$ cat config.mk
export PLATFORM = sky130hd
export DESIGN_NAME = imu_cf_mul
export DESIGN_NICKNAME = d
export VERILOG_FILES = /design/src/hdl/imu_cf_pkg.sv /design/src/hdl/imu_cf_mul.sv
export SDC_FILE = /design/constraint.sdc
export NUM_CORES = 2
export LEC_CHECK = 0
export BUFFER_PORTS_ARGS = -buffer_cell sky130_fd_sc_hd__buf_2
export CAP_MARGIN = 20
export CORE_MARGIN = 2
export CORE_UTILIZATION = 35
export CTS_BUF_LIST = sky130_fd_sc_hd__clkbuf_8
export DETAILED_ROUTE_END_ITERATION = 10
export PLACE_DENSITY_LB_ADDON = 0.3
export SYNTH_ARGS = -nofsm -noshare
export SYNTH_HDL_FRONTEND = slang
export SYNTH_SLANG_ARGS = --single-unit
$ cat constraint.sdc
create_clock -name clk_i -period 7.05 [get_ports clk_i]
set_input_delay 0.3525 -clock clk_i [delete_from_list [all_inputs] [get_ports clk_i]]
set_output_delay 0.3525 -clock clk_i [all_outputs]
set_load 0.1 [all_outputs]
$ cat src/hdl/imu_cf_pkg.sv
// Shared types, constants and tables for the IMU complementary filter.
// No dependencies; every other file of the block depends on this package.
`default_nettype none
package imu_cf_pkg;

  // Field widths
  localparam int ACC_W      = 16;
  localparam int RATE_W     = 16;
  localparam int TICK_W     = 32;
  localparam int DEG_W      = 24;
  localparam int ANG_W      = 32;
  localparam int DT_W       = 16;

  // Configuration port
  localparam int CFG_IDX_W  = 3;
  localparam int CFG_DW     = 26;
  localparam int WEIGHT_W   = 17;
  localparam int DRIFT_W    = 26;
  localparam int DTMIN_W    = 10;
  localparam int DTMAX_W    = 16;

  localparam int AVG_DEPTH_DEF = 4;

  // CORDIC
  localparam int CORDIC_ITERS = 24;
  localparam int ITER_W       = 5;
  localparam int ZW           = 28;
  localparam logic signed [ZW-1:0] ANG_HALF_PI = 28'sd26353589;

  // Shared multiplier
  localparam int MUL_AW = 34;
  localparam int MUL_BW = 25;
  localparam int MUL_PW = MUL_AW + MUL_BW;

  localparam logic [MUL_BW-1:0] INV_GAIN_Q24 = 25'd10188014;
  localparam logic [MUL_BW-1:0] GYRO_K_Q16   = 25'd1199381;
  localparam logic [MUL_BW-1:0] DEG_K_Q32    = 25'd3754936;
  localparam logic [WEIGHT_W-1:0] W_ONE      = 17'd65536;

  // Reset values of the registers
  localparam logic [WEIGHT_W-1:0] GYRO_WEIGHT_RST = 17'd16384;
  localparam logic [DRIFT_W-1:0]  DRIFT_LIMIT_RST = 26'd1647099;
  localparam logic [DTMIN_W-1:0]  DT_MIN_RST      = 10'd1;
  localparam logic [DTMAX_W-1:0]  DT_MAX_RST      = 16'd1000;

  typedef enum logic [CFG_IDX_W-1:0] {
    REG_GYRO_WEIGHT = 3'd0,
    REG_DRIFT_LIMIT = 3'd1,
    REG_DT_MIN      = 3'd2,
    REG_DT_MAX      = 3'd3
  } cfg_reg_e;

  typedef enum logic [3:0] {
    ST_IDLE,
    ST_C1S,
    ST_C1W,
    ST_MAGM,
    ST_MAGU,
    ST_C2W,
    ST_IRD,
    ST_IK,
    ST_IUPD,
    ST_SNAP,
    ST_BG,
    ST_BA,
    ST_BR,
    ST_DM,
    ST_DU,
    ST_DONE
  } fsm_e;

  // atan(2^-i) in rad * 2^24
  function automatic logic signed [ZW-1:0] atan_entry(input logic [ITER_W-1:0] i);
    logic signed [ZW-1:0] r;
    case (i)
      5'd0:    r = 28'sd13176795;
      5'd1:    r = 28'sd7778716;
      5'd2:    r = 28'sd4110060;
      5'd3:    r = 28'sd2086331;
      5'd4:    r = 28'sd1047214;
      5'd5:    r = 28'sd524117;
      5'd6:    r = 28'sd262123;
      5'd7:    r = 28'sd131069;
      5'd8:    r = 28'sd65536;
      5'd9:    r = 28'sd32768;
      5'd10:   r = 28'sd16384;
      5'd11:   r = 28'sd8192;
      5'd12:   r = 28'sd4096;
      5'd13:   r = 28'sd2048;
      5'd14:   r = 28'sd1024;
      5'd15:   r = 28'sd512;
      5'd16:   r = 28'sd256;
      5'd17:   r = 28'sd128;
      5'd18:   r = 28'sd64;
      5'd19:   r = 28'sd32;
      5'd20:   r = 28'sd16;
      5'd21:   r = 28'sd8;
      5'd22:   r = 28'sd4;
      5'd23:   r = 28'sd2;
      default: r = '0;
    endcase
    return r;
  endfunction

endpackage
`default_nettype wire

$ cat src/hdl/imu_cf_mul.sv
// Shared signed multiplier with a registered product.
// Depends on imu_cf_pkg for default operand widths.
`default_nettype none
module imu_cf_mul #(
  parameter int AW = imu_cf_pkg::MUL_AW,
  parameter int BW = imu_cf_pkg::MUL_BW
) (
  input  wire logic                 clk_i,
  input  wire logic signed [AW-1:0] a_i,
  input  wire logic signed [BW-1:0] b_i,
  output logic signed [AW+BW-1:0]   p_o
);
  // one product per cycle, ready the cycle after operands are set
  always_ff @(posedge clk_i) begin
    p_o <= (AW+BW)'(a_i) * (AW+BW)'(b_i);
  end
endmodule
`default_nettype wire

==> results.cfg <==
[outcome]
status = finished, final reports clean

[synth]
ys_warn_count = 0
synth-seq-area-share = 0.03819
synth-compound-area-share = 0.03883
syn_inst = 3272
avgSynthCellArea_sq_um = 9.453
synth_async_sr_flop_share = 0
synth_area_sq_um = 30930
synth_cell_types = 65
synth_xor_area_frac = 0.01897
synth_edf_count = 0
synth_top_family_by_area = adder cells
synth-simple-area-share = 0.1612
syn_nets = 4356
synth_ff_type = dfxtp_1
synth-seq-cells = 59
synth.area.mux_share = 0.0003641
synth_adder_area_share = 0.6242

[timing]
setup_ws_ns = 0.2555
hold_viol_final = 0
max_slew.worst_pin.slew_ns = 0.6109
maxClockFrequency_mhz = 147.2
period_needed_ns = 6.795
rsz0062_at_grt = no
post-route-period-util = 0.9638
final-setup-viol-count = 0
drv_slew = 0
slew_headroom = 0.5927
fin_setup_tns_ns = 0

[setup_path]
crit_required_ns = 7.38
worstSetupEndpointType = flop
setup.worst_path.class = primary input to flop
critPathSlowestCell = fa_1
startpoint_type = primary input
slowest_delay_ns = 0.55
arrival_ns = 7.12
cp_common_cell = fa_1
crit_family = adder cells
cp_max_fo = 21
cp_num_buf_inv = 7

[floorplan]
die_y_um = 301.3
start_util = 0.3516
core_sq_um = 87970
io_pins = 119
rows = 109
dieArea_sq_um = 90770
die_x_um = 301.3

[final_layout]
largest_register_ffs = 59
layout-drive-gt1-share = 0.1101
syn2layout_area_growth_pct = 11.53
reg_top3 = p_o (59)
fin_nets = 4547
regMostFlops = p_o

[worst_hold_path]
hp-class = primary input to flop

[detailed_routing]
post_drt_wl_per_cell_um = 18.17
drt.antenna.violating_nets = 0
dr.first_iter.drc_count = 986
viasPerCell = 4.680
drc = 0
drt_pre_antenna_iters = 5
wl_um = 84270
via_count = 21710

[job]
maxCapViolCount = 0

[grt]
grt_pass1_wl_um = 136300
grt_antenna_before_repair = 11
track_usage = 0.1973
grt_max_degree = 35
gr-total-overflow = 0
grt_pass1_vias = 23860

[clocking]
cts_sinks = 59
cts_max_path_buffers = 2
ctsHoldBuffers = 0
cts_buffers = 9
cts.htree.levels = 3
cts-root-buf = clkbuf_8
cts_tree = done
clk_pin_slew_ns = 0.08

[placed_design]
finalWeightedCongestion = 0.8856
dp_hpwl_um = 75390
portBuffers = 118
pre_cts_slack_ns = -0.2654
[through the flow]
stage,std cells,area (sq um),hold WS (ns),utilization
6_report,4638,34500,0.5135,0.3922
5_1_grt,4637,34500,0.5125,0.3921
3_3_place_gp,4616,34260,0.9029,0.3895
3_5_place_dp,4616,34260,0.9020,0.3895
2_1_floorplan,3272,30930,0.4798,-
4_1_cts,4632,34460,0.4717,0.3917
[area by class of cell]
cell class	instances	area (sq um)
Antenna cell	5	12.51
Clock buffer	10	137.6
Clock inverter	6	56.30
Fill cell	8903	53470
Inverter	811	3044
Multi-Input combinational cell	2240	26100
Sequential cell	59	1181
Tap cell	1165	1458
Timing Repair Buffer	342	2505
[synthesized netlist by cell type, types with 2 or more instances]
master,n,area share
and3_1,14,0.0028
fa_1,865,0.56
a211oi_2,2,0.00081
nand2_1,431,0.052
or3_1,4,0.00081
ha_1,159,0.064
and4_1,3,0.00085
nand2b_1,11,0.0022
a21boi_1,3,0.00073
buf_2,5,0.00081
o21ai_0,12,0.0019
o211ai_1,6,0.0015
a211oi_1,2,0.00049
xnor2_1,52,0.015
a221oi_2,2,0.00097
inv_1,810,0.098
nor2_1,24,0.0029
xor2_1,15,0.0042
nand4_1,7,0.0014
o31ai_2,3,0.0012
nor2b_1,31,0.0063
clkbuf_1,157,0.019
a21oi_1,56,0.0091
a221oi_1,4,0.0011
a21o_1,22,0.0053
nor3_1,4,0.00065
nor4_1,2,0.00040
o21ai_1,12,0.0019
nand3_1,9,0.0015
dfxtp_1,59,0.038
a22o_1,2,0.00057
o21bai_1,13,0.0032
nor3_2,2,0.00065
and2_1,425,0.086
o21a_1,5,0.0012
a31oi_1,10,0.0020
[per-layer routing]
layer	vias up	routed length, um	global-route usage
li1	9725	-	-
met1	11430	32770	0.2408
met2	451	45400	0.3589
met3	92	3369	0.02478
met4	10	2666	0.06420
met5	-	62	0
[cell usage in the layout (no fill, tap or decap), types with 5 or more instances in the layout]
cell type  count
a31oi_1       10
diode_2        5
nand4_1        7
and3_1        14
nand3_1        9
clkbuf_8      10
inv_1        811
nor2_1        24
a21oi_1       56
o211ai_1       6
buf_4        206
buf_2        115
o21ai_1       13
nor2b_1       31
ha_1         159
fa_1         865
buf_12        18
a21o_1        22
o21bai_1      13
nand2b_1      11
dfxtp_1       59
nand2_1      431
and2_1       425
xor2_1        15
o21a_1         5
o21ai_0       11
xnor2_1       52
[final timing paths]
| kind | from | endpoint | slack, ns | depth (start not counted) |
|---|---|---|---|---|
| max | b_i[2] | p_o[58] | 0.26 | 25 |
| min | b_i[0] | p_o[0] | 0.51 | 2 |
[what timing repair did]
| action | in CTS | in global routing |
|---|---|---|
| gates resized for setup | 0 | 6 |
| hold endpoints to repair | 0 | 0 |
| endpoints found under the setup margin | 0 | 6 |
| buffers inserted | 0 | 1 |
[logic make-up after synthesis]
logic type                 count (synthesis)
xor gates and xnor gates                  67
adders and majority gates               1024
DFF                                       59
muxes                                      1
buffers and inverters                    973
and+or+nand+nor                          975
AOI/OAI and AO/OA                        173
Power is not shown: default switching activity piles up to over one toggle a cycle in this logic, so the estimate is an artifact.
