===== config.mk =====
export PLATFORM = sky130hd
export DESIGN_NAME = imu_cf_cordic
export DESIGN_NICKNAME = d
export VERILOG_FILES = /design/src/hdl/imu_cf_pkg.sv /design/src/hdl/imu_cf_cordic.sv
export SDC_FILE = /design/constraint.sdc
export NUM_CORES = 1
export LEC_CHECK = 0
export BUFFER_PORTS_ARGS = -buffer_cell sky130_fd_sc_hd__buf_2
export CAP_MARGIN = 20
export CORE_ASPECT_RATIO = 1.2
export CORE_MARGIN = 3
export CORE_UTILIZATION = 30
export CTS_CLUSTER_SIZE = 20
export DETAILED_ROUTE_END_ITERATION = 10
export PLACE_DENSITY = 0.58
export SYNTH_ARGS = -nofsm -noshare
export SYNTH_HDL_FRONTEND = slang
export SYNTH_SLANG_ARGS = --single-unit
export TNS_END_PERCENT = 1

===== constraint.sdc =====
create_clock -name clk_i -period 8.9 [get_ports clk_i]
set_input_delay 0.445 -clock clk_i [delete_from_list [all_inputs] [get_ports clk_i]]
set_output_delay 0.445 -clock clk_i [all_outputs]
set_load 0.005 [all_outputs]

===== src/hdl/imu_cf_pkg.sv =====
// Shared types, constants and tables for the IMU complementary filter.
// No dependencies; every other file of the block depends on this package.
`default_nettype none
package imu_cf_pkg;

  // Field widths
  localparam int ACC_W      = 16;
  localparam int RATE_W     = 16;
  localparam int TICK_W     = 32;
  localparam int DEG_W      = 24;
  localparam int ANG_W      = 32;
  localparam int DT_W       = 16;

  // Configuration port
  localparam int CFG_IDX_W  = 3;
  localparam int CFG_DW     = 26;
  localparam int WEIGHT_W   = 17;
  localparam int DRIFT_W    = 26;
  localparam int DTMIN_W    = 10;
  localparam int DTMAX_W    = 16;

  localparam int AVG_DEPTH_DEF = 4;

  // CORDIC
  localparam int CORDIC_ITERS = 24;
  localparam int ITER_W       = 5;
  localparam int ZW           = 28;
  localparam logic signed [ZW-1:0] ANG_HALF_PI = 28'sd26353589;

  // Shared multiplier
  localparam int MUL_AW = 34;
  localparam int MUL_BW = 25;
  localparam int MUL_PW = MUL_AW + MUL_BW;

  localparam logic [MUL_BW-1:0] INV_GAIN_Q24 = 25'd10188014;
  localparam logic [MUL_BW-1:0] GYRO_K_Q16   = 25'd1199381;
  localparam logic [MUL_BW-1:0] DEG_K_Q32    = 25'd3754936;
  localparam logic [WEIGHT_W-1:0] W_ONE      = 17'd65536;

  // Reset values of the registers
  localparam logic [WEIGHT_W-1:0] GYRO_WEIGHT_RST = 17'd16384;
  localparam logic [DRIFT_W-1:0]  DRIFT_LIMIT_RST = 26'd1647099;
  localparam logic [DTMIN_W-1:0]  DT_MIN_RST      = 10'd1;
  localparam logic [DTMAX_W-1:0]  DT_MAX_RST      = 16'd1000;

  typedef enum logic [CFG_IDX_W-1:0] {
    REG_GYRO_WEIGHT = 3'd0,
    REG_DRIFT_LIMIT = 3'd1,
    REG_DT_MIN      = 3'd2,
    REG_DT_MAX      = 3'd3
  } cfg_reg_e;

  typedef enum logic [3:0] {
    ST_IDLE,
    ST_C1S,
    ST_C1W,
    ST_MAGM,
    ST_MAGU,
    ST_C2W,
    ST_IRD,
    ST_IK,
    ST_IUPD,
    ST_SNAP,
    ST_BG,
    ST_BA,
    ST_BR,
    ST_DM,
    ST_DU,
    ST_DONE
  } fsm_e;

  // atan(2^-i) in rad * 2^24
  function automatic logic signed [ZW-1:0] atan_entry(input logic [ITER_W-1:0] i);
    logic signed [ZW-1:0] r;
    case (i)
      5'd0:    r = 28'sd13176795;
      5'd1:    r = 28'sd7778716;
      5'd2:    r = 28'sd4110060;
      5'd3:    r = 28'sd2086331;
      5'd4:    r = 28'sd1047214;
      5'd5:    r = 28'sd524117;
      5'd6:    r = 28'sd262123;
      5'd7:    r = 28'sd131069;
      5'd8:    r = 28'sd65536;
      5'd9:    r = 28'sd32768;
      5'd10:   r = 28'sd16384;
      5'd11:   r = 28'sd8192;
      5'd12:   r = 28'sd4096;
      5'd13:   r = 28'sd2048;
      5'd14:   r = 28'sd1024;
      5'd15:   r = 28'sd512;
      5'd16:   r = 28'sd256;
      5'd17:   r = 28'sd128;
      5'd18:   r = 28'sd64;
      5'd19:   r = 28'sd32;
      5'd20:   r = 28'sd16;
      5'd21:   r = 28'sd8;
      5'd22:   r = 28'sd4;
      5'd23:   r = 28'sd2;
      default: r = '0;
    endcase
    return r;
  endfunction

endpackage
`default_nettype wire


===== src/hdl/imu_cf_cordic.sv =====
// Iterative CORDIC vectoring unit: one micro-rotation per cycle.
// Depends on imu_cf_pkg for the arctangent table and angle width.
`default_nettype none
module imu_cf_cordic #(
  parameter int CW = 29
) (
  input  wire logic                 clk_i,
  input  wire logic                 rst_ni,
  input  wire logic                 start_i,
  input  wire logic signed [CW-1:0] x_i,
  input  wire logic signed [CW-1:0] y_i,
  output logic                      done_o,
  output logic signed [imu_cf_pkg::ZW-1:0] ang_o,
  output logic signed [CW-1:0]      mag_o
);
  import imu_cf_pkg::*;

  logic signed [CW-1:0] x_q, y_q, px, py, dx, dy;
  logic signed [ZW-1:0] z_q, pz, tab;
  logic [ITER_W-1:0]    cnt_q;
  logic                 busy_q, done_q, zero;

  // quadrant pre-rotation into the right half plane
  always_comb begin
    zero = (x_i == '0) && (y_i == '0);
    if (x_i < 0) begin
      if (y_i >= 0) begin
        px = y_i;
        py = -x_i;
        pz = ANG_HALF_PI;
      end else begin
        px = -y_i;
        py = x_i;
        pz = -ANG_HALF_PI;
      end
    end else begin
      px = x_i;
      py = y_i;
      pz = '0;
    end
  end

  // shared shifter and table lookup
  assign dx  = y_q >>> cnt_q;
  assign dy  = x_q >>> cnt_q;
  assign tab = atan_entry(cnt_q);

  always_ff @(posedge clk_i or negedge rst_ni) begin
    if (!rst_ni) begin
      busy_q <= 1'b0;
      done_q <= 1'b0;
      cnt_q  <= '0;
      x_q    <= '0;
      y_q    <= '0;
      z_q    <= '0;
    end else begin
      done_q <= 1'b0;
      if (start_i) begin
        cnt_q <= '0;
        if (zero) begin
          // zero vector: angle and magnitude are both zero
          x_q    <= '0;
          y_q    <= '0;
          z_q    <= '0;
          done_q <= 1'b1;
        end else begin
          x_q    <= px;
          y_q    <= py;
          z_q    <= pz;
          busy_q <= 1'b1;
        end
      end else if (busy_q) begin
        if (y_q >= 0) begin
          x_q <= x_q + dx;
          y_q <= y_q - dy;
          z_q <= z_q + tab;
        end else begin
          x_q <= x_q - dx;
          y_q <= y_q + dy;
          z_q <= z_q - tab;
        end
        if (cnt_q == ITER_W'(CORDIC_ITERS - 1)) begin
          busy_q <= 1'b0;
          done_q <= 1'b1;
        end else begin
          cnt_q <= cnt_q + 1'b1;
        end
      end
    end
  end

  assign done_o = done_q;
  assign ang_o  = z_q;
  assign mag_o  = x_q;
endmodule
`default_nettype wire


==> flow_summary.toml <==
[detailed_routing]
wl_um = 63000
drc = 0
initialDrtViolationCount = 1414
avgViaCountPerCell = 6.02
drtAntennaViolNets = 0
drtPass1Iterations = 5
wl_per_cell_um = 23.2
via_count = 16400

[sta]
hold_viol_final = 0
fin_crit_sh = 0.812
finalWorstSetupSlack_ns = 1.67
worst_pin_slew_ns = 1.04
min_period_ns = 7.23
holdWs_ns = 0.0380
slew_violations = 0
finalSetupTns_ns = 0
skew_ns = 0.0206
rsz0062_at_grt = "no"
setup_viol = 0
slew_headroom = 0.292
fmax_mhz = 138

[logic_synthesis]
synth_nets = 2155
synth_ff_type = "dfrtp_1"
synth_seq_cells = 93
ys_seq_area_frac = 0.147
yosys_warnings = 0
synth.distinct_cells = 89
async_flop_share = 1.00
syn_avg_cell_area_um2 = 7.99
synth_area_um2 = 15900
synth_edf_count = 0
synthCells = 1987

[power_and_ir_drop]
powerDensity_nw_per_um2 = 505
p_leak_nw = 7.05
ir_drop_mv = 0.296

[cells_and_area]
final_core_utilization = 0.333
fin_nets = 2184
antennaDiodeCount = 0
syn2layout_area_growth_pct = 9.06
drive_above_1_share = 0.151
fin_cells = 2718

[clocking]
cts_setup_buffers = 0
htree_num_levels = 3
cts_inserted_buffers = 9
clkLatencyLatePin_ns = 0.40
cts_tree = "done"
clk_pin_slew_ns = 0.09
hold_buffers = 0
post_cts_resized = 0
clkSinkCount = 93
cts_max_path_buffers = 2
cts_root_buffer = "clkbuf_16"

[floorplanning]
ios = 119
chipWidth_um = 216
coreArea_um2 = 51900
rows = 91
die_h_um = 258
die_area_um2 = 55700
start_util = 0.306

[place]
place_ws_ns = 1.77
io_buffers = 118
hpwlAfterDp_um = 48000
gp_congestion = 0.998
post-place-cells = 2702

[grt]
antenna_found_initial = 1
grt_pass1_vias = 15700
grt_usage = 0.221
grt_max_degree = 102
grt_overflow_total = 0
grt_pass1_wl_um = 96400

[hold_path]
hp-class = "primary input to async pin"

[worst_setup_path]
cp_data_required_time_ns = 9.18
reg2reg_slack_ns = 1.67
cp.arrival_ns = 7.51
crit_path_start_kind = "flop"
endpoint_kind = "flop"
cp_max_fo = 48
critPathKind = "flop to flop"

[run]
drv_cap = 0

[status]
status = "finished clean"
state kept, by name, summed over array words and instances, names as in the netlist:
register / flops
mag_o: 29
ang_o: 28
busy_q: 1
cnt_q: 5
done_o: 1
y_q: 29
placed cells by master (no fill, tap or decap), types with 10 or more instances in the layout:
cell | synthesis | final
mux4_2 | 71 | 71
a21oi_1 | 191 | 191
nand3_1 | 28 | 28
buf_4 | 10 | 33
nand2_1 | 146 | 145
ha_1 | 104 | 104
mux2_2 | 24 | 24
o22ai_1 | 13 | 13
nand2b_1 | 26 | 26
and2_1 | 14 | 14
and3_1 | 13 | 13
nor3_1 | 38 | 38
o31ai_1 | 21 | 21
or3_1 | 12 | 12
nand4_1 | 10 | 10
a211oi_1 | 63 | 63
mux2i_1 | 68 | 68
nor2b_1 | 19 | 19
o21bai_1 | 12 | 12
nor4_1 | 14 | 14
o21a_1 | 13 | 13
xor2_1 | 69 | 69
o22a_1 | 56 | 56
dfrtp_1 | 93 | 86
or2_2 | 17 | 17
buf_2 | 13 | 116
a21o_1 | 47 | 47
o21ai_0 | 124 | 124
nor2_1 | 212 | 212
xnor2_1 | 114 | 114
a31oi_1 | 17 | 17
o211ai_1 | 16 | 16
inv_1 | 48 | 48
synthesized netlist by cell type, drive strengths merged (9+ instances only):
cell    instances  area, um^2
nand2         146         548
a21o           47         353
nand2b         26         163
o31ai          21         158
o41ai           9        86.3
or2            17         106
nor3           39         200
dfrtp          93        2330
nand3          28         140
mux2i          69         703
ha            104        1300
a211o           9        78.8
mux2           26         297
nor2b          19         119
xnor2         114         998
or3            13        86.3
xor2           69         604
a21oi         191         956
buf            45         268
mux4           71        1600
a211oi         63         473
o21ai         127         636
and3           13        81.3
nor4           14        87.6
nand4          10        62.6
a31oi          17         106
inv            48         180
clkbuf         87         327
o21a           13        97.6
a221oi          9        78.8
o22ai          13        81.3
nor2          212         796
and2           15        93.8
o21bai         12        90.1
o22a           56         490
o211ai         16         120
metrics by stage:
step	area, um^2	total power, W
after floorplan	15900	0.00642
after global placement	17000	0.00816
after detailed placement	17000	0.00818
after CTS	17300	0.00866
after global routing	17300	0.00954
final	17300	0.00874
worst max-delay path, stage by stage, from the launching register on:
cell	delay, ns
dfrtp_4	0.86
buf_4	0.44
mux2_2	0.41
a222oi_1	0.40
o22ai_1	0.26
mux2i_1	0.32
or4b_4	0.53
or3_4	0.36
a2111o_1	0.50
o21ai_0	0.26
xnor2_1	0.14
nor2_1	0.07
ha_1	0.36
o21a_1	0.12
nor2_1	0.16
and3b_1	0.20
a211o_1	0.32
a221oi_1	0.36
o21ai_0	0.22
a21o_1	0.24
o2111ai_1	0.09
or3b_2	0.46
report_power, final:
part           switching (W)  internal [W]  leakage (nW)  total, W
logic                0.00387       0.00326          5.79   0.00713
registers           0.000571      0.000639          1.11   0.00121
clock network       0.000205      0.000199         0.143  0.000405
total                0.00464       0.00410          7.05   0.00874
cells by family after synthesis:
group	count (synthesis)	synth area share
xor+xnor	184	0.102
flops	93	0.147
simple gates	579	0.171
fa+ha+maj	107	0.0858
compound gates	677	0.282
mux	166	0.164
buf+inv	181	0.0490
area by class of cell:
cell class	count	area, um^2
timing repair buffer	150	848
clock inverter	6	45.0
tap	697	872
fill	5486	34600
inverter	49	184
sequential	93	2340
clock buffer	10	239
multi-input combinational	1713	12800
routing by layer:
metal | global-route usage | up-vias | share of wire
met1 | 0.281 | 7933 | 0.41
met3 | 0.0365 | 144 | 0.073
li1 | - | 7547 | -
met2 | 0.368 | 731 | 0.47
met4 | 0.102 | 2 | 0.052
met5 | 0 | - | 0.00025
path summary, 6_finish.rpt:
kind	startpoint	endpoint	cells past startpoint
setup / recovery	cnt_q[0]	mag_o[27]	21
hold / removal	rst_ni	ang_o[25]	1
setup reg to reg	cnt_q[0]	mag_o[27]	21
hold reg to reg	ang_o[12]	ang_o[12]	1
max in group asynchronous	rst_ni	cnt_q[1]	2
min in group clk_i	x_i[28]	ang_o[0]	3
No activity file was read; power rests on OpenSTA's default activity.
